--- config.mk ---
export PLATFORM = sky130hd
export DESIGN_NAME = tmcw_ctrl
export DESIGN_NICKNAME = d
export VERILOG_FILES = /design/src/sv/tmcw_pkg.sv /design/src/sv/tmcw_ctrl.sv
export VERILOG_INCLUDE_DIRS = /design/src /design/src/sv
export SDC_FILE = /design/constraint.sdc
export NUM_CORES = 1
export LEC_CHECK = 0
export BUFFER_PORTS_ARGS = -buffer_cell sky130_fd_sc_hd__clkbuf_2
export CAP_MARGIN = 30
export CELL_PAD_IN_SITES_DETAIL_PLACEMENT = 1
export CELL_PAD_IN_SITES_GLOBAL_PLACEMENT = 2
export CORE_MARGIN = 2
export CORE_UTILIZATION = 24
export CTS_CLUSTER_SIZE = 20
export DETAILED_ROUTE_END_ITERATION = 8
export PLACE_DENSITY_LB_ADDON = 0.1
export SYNTH_ARGS = -nofsm -noshare
export SYNTH_HDL_FRONTEND = slang
export SYNTH_SLANG_ARGS = --single-unit
--- constraint.sdc ---
create_clock -name clk_i -period 1.9 [get_ports clk_i]
set_input_delay 0.19 -clock clk_i [delete_from_list [all_inputs] [get_ports clk_i]]
set_output_delay 0.19 -clock clk_i [all_outputs]
set_load 0.02 [all_outputs]
--- src/sv/text_mode_console_writer_defines.svh ---
// ----------------------------------------------------------------------------
// Text mode console writer - assertion macros
// Shared concurrent assertion forms, clocked on clk_i, off during reset.
// ----------------------------------------------------------------------------
`ifndef TEXT_MODE_CONSOLE_WRITER_DEFINES_SVH
`define TEXT_MODE_CONSOLE_WRITER_DEFINES_SVH

// Same-cycle implication.
`define TMCW_ASSERT_NOW(lbl, ante, cons, msg) \
  lbl: assert property (@(posedge clk_i) disable iff (!rst_ni) (ante) |-> (cons)) \
    else $error(msg);

// Next-cycle implication.
`define TMCW_ASSERT_NEXT(lbl, ante, cons, msg) \
  lbl: assert property (@(posedge clk_i) disable iff (!rst_ni) (ante) |=> (cons)) \
    else $error(msg);

`endif

--- src/sv/tmcw_pkg.sv ---
// ----------------------------------------------------------------------------
// tmcw_pkg
// Geometry, codes and controller/datapath interface types of the console.
// ----------------------------------------------------------------------------
package tmcw_pkg;

  localparam int COLUMNS       = 80;
  localparam int ROWS          = 25;
  localparam int CELLS         = ROWS * COLUMNS;
  localparam int LAST_ROW_BASE = (ROWS - 1) * COLUMNS;

  localparam int COL_W  = 7;
  localparam int ROW_W  = 5;
  localparam int ADDR_W = 11;
  localparam int CELL_W = 16;

  localparam logic [7:0] CH_NEWLINE   = 8'h0A;
  localparam logic [7:0] CH_BACKSPACE = 8'h08;
  localparam logic [7:0] CH_BLANK     = 8'h20;
  localparam logic [7:0] INIT_ATTR    = 8'h0F;

  typedef enum logic [1:0] {
    CMD_PUT   = 2'd0,
    CMD_CLEAR = 2'd1,
    CMD_READ  = 2'd2,
    CMD_NOP   = 2'd3
  } cmd_e;

  // Datapath operations issued by the controller.
  typedef enum logic [2:0] {
    OP_NONE,
    OP_INIT,    // reset blank at sweep pointer
    OP_EXEC,    // act on the latched transaction
    OP_FILL,    // blank with latched attribute at sweep pointer
    OP_SCROLL,  // read one row down, write the previously read cell
    OP_FLUSH    // write the last cell read by the scroll
  } dp_op_e;

  typedef struct packed {
    dp_op_e op;
    logic   in_load;
    logic   out_load;
  } ctl_t;

  typedef struct packed {
    cmd_e cmd;
    logic scroll;
    logic ptr_last;
    logic ptr_bottom;
  } stat_t;

endpackage

--- src/sv/tmcw_ctrl.sv ---
// ----------------------------------------------------------------------------
// tmcw_ctrl
// Sequencer: clearing pass, item execution, scroll and fill sweeps, result.
// ----------------------------------------------------------------------------
`include "text_mode_console_writer_defines.svh"

module tmcw_ctrl (
  input  logic            clk_i,
  input  logic            rst_ni,
  input  logic            in_valid_i,
  output logic            in_stall_o,
  output logic            out_valid_o,
  input  logic            out_stall_i,
  input  tmcw_pkg::stat_t stat_i,
  output tmcw_pkg::ctl_t  ctl_o
);

  typedef enum logic [2:0] {
    S_INIT,
    S_IDLE,
    S_EXEC,
    S_SCROLL,
    S_BLANK,
    S_FILL,
    S_FIN
  } state_e;

  state_e state_q;
  logic   out_valid_q;

  always_comb begin
    ctl_o          = '0;
    ctl_o.op       = tmcw_pkg::OP_NONE;
    case (state_q)
      S_INIT:   ctl_o.op = tmcw_pkg::OP_INIT;
      S_IDLE:   ctl_o.in_load = in_valid_i;
      S_EXEC:   ctl_o.op = tmcw_pkg::OP_EXEC;
      S_SCROLL: ctl_o.op = stat_i.ptr_bottom ? tmcw_pkg::OP_FLUSH : tmcw_pkg::OP_SCROLL;
      S_BLANK:  ctl_o.op = tmcw_pkg::OP_FILL;
      S_FILL:   ctl_o.op = tmcw_pkg::OP_FILL;
      S_FIN:    ctl_o.out_load = !out_valid_q || !out_stall_i;
      default:  ctl_o.op = tmcw_pkg::OP_NONE;
    endcase
  end

  assign in_stall_o  = (state_q != S_IDLE);
  assign out_valid_o = out_valid_q;

  always_ff @(posedge clk_i or negedge rst_ni) begin
    if (!rst_ni) begin
      state_q     <= S_INIT;
      out_valid_q <= 1'b0;
    end else begin
      if (ctl_o.out_load) begin
        out_valid_q <= 1'b1;
      end else if (!out_stall_i) begin
        out_valid_q <= 1'b0;
      end
      case (state_q)
        S_INIT: begin
          if (stat_i.ptr_last) state_q <= S_IDLE;
        end
        S_IDLE: begin
          if (in_valid_i) state_q <= S_EXEC;
        end
        S_EXEC: begin
          case (stat_i.cmd)
            tmcw_pkg::CMD_PUT:   state_q <= stat_i.scroll ? S_SCROLL : S_FIN;
            tmcw_pkg::CMD_CLEAR: state_q <= S_FILL;
            default:             state_q <= S_FIN;
          endcase
        end
        S_SCROLL: begin
          if (stat_i.ptr_bottom) state_q <= S_BLANK;
        end
        S_BLANK, S_FILL: begin
          if (stat_i.ptr_last) state_q <= S_FIN;
        end
        S_FIN: begin
          if (ctl_o.out_load) state_q <= S_IDLE;
        end
        default: state_q <= S_IDLE;
      endcase
    end
  end

  `TMCW_ASSERT_NEXT(a_accept_exec, in_valid_i && !in_stall_o, state_q == S_EXEC, "accepted transaction did not start execution")
  `TMCW_ASSERT_NOW(a_no_overwrite, ctl_o.out_load, !out_valid_q || !out_stall_i, "result register overwritten while stalled")

endmodule

**Word level (Yosys, flattened, before mapping)**

Cells that the tools add are included.

- Input port bits: 9
- Flip-flop bits (word level): 4
- Word-level logic and storage cells: 37
- Output and inout port bits: 7

- Muxes and demuxes: 14
- Reduce and logical (&&, ||, !) cells: 7
- Eq/ne operators: 14

Operators with widths:

| cell | number |
|---|---|
| 3-bit two-way mux | 6 |
| 3-bit one-hot mux with 6 select lines | 1 |
| 3-bit one-hot mux with 4 select lines | 1 |
| 3-bit equality test (second input constant) | 3 |
| 2-bit != test (second input constant) | 4 |
| 3-bit by 2-bit equality test with 1-bit output (second input constant) | 2 |
| 3-bit one-hot mux with 2 select lines | 1 |
| 1-bit two-way mux | 5 |
| 5-bit AND reduction | 1 |
| 2-bit by 1-bit != test with 1-bit output (second input constant) | 2 |
| 3-bit by 1-bit equality test with 1-bit output (second input constant) | 1 |
| 3-bit zero test | 1 |
| 3-bit by 1-bit != test with 1-bit output (second input constant) | 1 |
| 2-bit by 1-bit equality test with 1-bit output (second input constant) | 1 |
| 1-bit zero test | 2 |
| 2-bit zero test | 1 |
| 2-bit OR reduction | 1 |
| 1-bit logical OR | 1 |

**Depth between registers and ports, before layout**

- Depth after elaboration: 5
- Depth in mapped cells: 5
- Gate-level depth less buffers: 4

**Least setup slack after synthesis**

Ideal clock, no wire load.

- Path type: flip-flop to flip-flop
- From: register state_q[1]
- To: register state_q[1]
- Slack: 0.517 ns
- Library setup time: 0.136 ns
- Data arrival time: 1.247 ns
- Buffers on the path: 1
- Stages on the path, launching flop included: 6
- Clock period less this slack: 1.383 ns
- Data required time: 1.764 ns
- Cells stage by stage: dfrtp_1 -> buf_6 -> nand2b_4 -> and3_4 -> o41ai_4 -> o41ai_2

- Word-level cells in the longest chain between the ends: 4
- Elaborated cells between the ends (all ways): 16
- Classes of those cells: eq/ne (11); mux (2); reduce/logical (3)

Ends and longest elaborated chain:

| element | line | source |
|---|---|---|
| from (decl) | tmcw_ctrl.sv:28 | `state_e state_q;` |
| from (signal assigned) | tmcw_ctrl.sv:68 | `tmcw_pkg::CMD_PUT: state_q <= stat_i.scroll ? S_SCROLL : S_FIN;` |
| 3-bit equality test, on equally long branches | tmcw_ctrl.sv:34, tmcw_ctrl.sv:59 |  |
| 1-bit two-way mux or 2-bit OR reduction (tied branches) | n/a |  |
| 2-bit != test (no line) or 2-bit by 1-bit != test with 1-bit output (tied branches) | n/a |  |
| 5-bit AND reduction (no line) | n/a |  |

Parallel ways exist; a longest one is shown, timed or not.
A chain may end at the register's enable or synchronous reset.

==> results.yml <==
run_status:
  outcome: "finished clean"
clock_tree:
  numCtsBuffers: 3
  cts_buffer_depth: 2
  tritoncts: "yes"
  post_cts_resized: 0
  clk_pin_slew_ns: 0.04
  postCtsSetupBuffers: 0
  clock_sinks: 4
  clock_latency_ns: 0.24
  cts-htree-levels: 1
  root_buffer: "clkbuf_4"
pwr:
  power_leakage_uw: 0.0002412
  peakVddDrop_v: 0.0004764
  switching_share: 0.5073
  p_int_uw: 441.7
  clock_power_share: 0.123
  seq_power_share: 0.242
  power.density_mw_per_mm2: 1832
  p_comb_frac: 0.635
  power_switching_uw: 454.8
route:
  drt_wl_total_um: 1087
  drc: 0
  vias_per_cell: 5.171
  first_pass_iters: 3
  ant_nets: 0
  num_vias: 393
  post_drt_wl_per_cell_um: 14.30
  drt_iter0_markers: 5
logic_synthesis:
  syn-num-nets: 51
  synthDistinctLibCells: 24
  synth_most_common_cell: "nand2_1"
  netlist_top_cells_area: "dfrtp_1 27%, o41ai_4 7.4%, nand2_1 6.0%"
  synth_top_area_frac: 0.2685
  synth_edf_count: 0
  yosysSeqAreaShare: 0.2685
  syn_avg_cell_area_sq_um: 8.878
  synth-main-ff-cell: "dfrtp_1"
  ys_ff_latch: 4
  synth_area_sq_um: 372.9
  netlist_instances: 42
  synth_commonest_cells: "6 x nand2_1, 4 x dfrtp_1, 4 x inv_1, 3 x nor2_1, 3 x nor3_1"
  ys_warn_count: 0
  synth_top_cell_by_area: "dfrtp_1"
  async_flop_share: 1.000
sta:
  tightest_slew_ns: 0.4634
  slew_headroom: 0.6887
  period_needed_ns: 1.646
  fin_skew_ns: 0.003540
  fin_tns_setup_ns: 0
  slew_violations: 0
  rsz0062_at_grt: "no"
  setup_viol: 0
  min_period_over_period: 0.8665
  finalHoldViolations: 0
  max_freq_mhz: 607.4
finish:
  area_growth_pct: 31.21
  fillers: 184
  layout.nets: 71
  fin_area_sq_um: 489.2
  drive_above_1_share: 0.4333
  n_antenna_cell: 0
  final_cells: 76
grt:
  grt_max_degree: 11
  grt-ovfl-total: 0
  grt_use_total: 0.1325
  antenna_found_initial: 0
  grt_pass1_vias: 413
  grt_pass1_wl_um: 1745
hold_path:
  whs_endpoint: "out_valid_o$_DFFE_PN0P_"
  min_path_type: "input port to flop"
  hold_depth: 3
  hold_start: "out_stall_i"
place:
  io_buffers: 15
  place_congestion: 0.8104
  hpwl_um: 915.5
  placed_cells: 72
  dpl_cell_area_sq_um: 456.7
worst_setup_path:
  r2r_cells: 4
  slowest_delay_ns: 0.57
  critPathMaxFanout: 10
  cp.required_ns: 1.71
  cpMaxStageDelayCell: "dfrtp_1"
  critical_path_class: "flop to output pin"
  end_kind: "output pin"
  r2r_setup_slack_ns: 0.37
  critical_path.cell_chain: "inv_1 -> mux2_2 -> clkbuf_2"
  start_kind: "flop"
  crit_arrival_ns: 1.46
  r2r-start: "state_q[1]$_DFFE_PN0P_"
  r2r-end: "state_q[1]$_DFFE_PN0P_"
floorplan:
  rows: 14
  dieArea_sq_mm: 0.001885
  ios: 16
  fp.dieH_um: 43.42
  initial_core_util: 0.2504
  die_w_um: 43.42
  core_area_sq_mm: 0.001489
job:
  max_cap_violations: 0
==> repair_timing <==
| item | CTS | global route |
|---|---|---|
| setup endpoints to repair | 0 | 0 |
| hold buffers | 1 | 0 |
| hold endpoints to repair | 4 | 0 |
==> per-stage QoR <==
step / hold slack, ns / util / power [uW] / setup WS [ns]
after detailed placement: 0.006135 / 0.3067 / 794.5 / 0.3444
final: 0.1982 / 0.3286 / 896.5 / 0.2537
after CTS: 0.1980 / 0.3286 / 907.3 / 0.2473
after floorplan: -0.1056 / - / 652.0 / 0.5168
after global routing: 0.2234 / 0.3286 / 969.6 / 0.1482
after global placement: 0.004206 / 0.3067 / 776.5 / 0.4371
==> layer usage <==
layer,global-route usage,share of wire
met3,0.01667,0.058
met5,0,0
met1,0.1266,0.38
met4,0.1091,0.029
met2,0.2478,0.53
==> worst max-delay path, delay by kind of cell (launching register included) <==
family | cells | cell delay [ns]
multiplexers | 1 | 0.29
buffers and inverters | 2 | 0.35
flip-flops | 1 | 0.57
==> kinds of logic after synthesis <==
group | count (synthesis) | share of synthesized area
flip-flops | 4 | 0.2685
AO/OA/AOI/OAI | 11 | 0.2920
buffers and inverters | 5 | 0.07046
AND/OR/NAND/NOR | 21 | 0.3389
multiplexers | 1 | 0.03020
==> cells in the final DEF, fill, tap and decap left out, types with 2 or more instances in the layout <==
cell and instances:
clkbuf_4 3, nor2_1 3, or2_1 2, dfrtp_1 4, inv_1 4, a21oi_1 2, nand2_1 6, o21ai_1 2
nor3_1 3, clkbuf_2 15
==> cell type report <==
class	count	area (sq um)	share of cell area
inverter	4	15.01	0.03069
clock buffer	3	22.52	0.04604
timing repair buffer	16	85.08	0.1739
multi-input combinational	33	246.5	0.5038
tap	16	20.02	0.04092
sequential	4	100.1	0.2046
==> registers in the layout, indices dropped and copies added, names as in the netlist <==
| register | cells |
|---|---|
| out_valid_o | 1 |
| state_q | 3 |
==> power groups by stage <==
stage	logic (uW)	clock network (uW)	registers (uW)
3_3_place_gp	561	0	215
3_5_place_dp	575	0	220
2_1_floorplan	477	0	175
5_1_grt	630	114	226
6_report	570	110	217
4_1_cts	579	112	217
==> worst max-delay path by stage <==
stage | start | to | slack [ns] | cells past startpoint
6_report | state_q[1]$_DFFE_PN0P_ | ctl_o[3] | 0.25 | 3
5_1_grt | state_q[1]$_DFFE_PN0P_ | ctl_o[0] | 0.15 | 4
4_1_cts | state_q[1]$_DFFE_PN0P_ | ctl_o[0] | 0.25 | 4
3_5_place_dp | state_q[1]$_DFFE_PN0P_ | state_q[1]$_DFFE_PN0P_ | 0.34 | 4
3_3_place_gp | state_q[1]$_DFFE_PN0P_ | state_q[1]$_DFFE_PN0P_ | 0.44 | 4
2_1_floorplan | state_q[1]$_DFFE_PN0P_ | state_q[1]$_DFFE_PN0P_ | 0.52 | 5
Power figures use the tool's default switching activity.
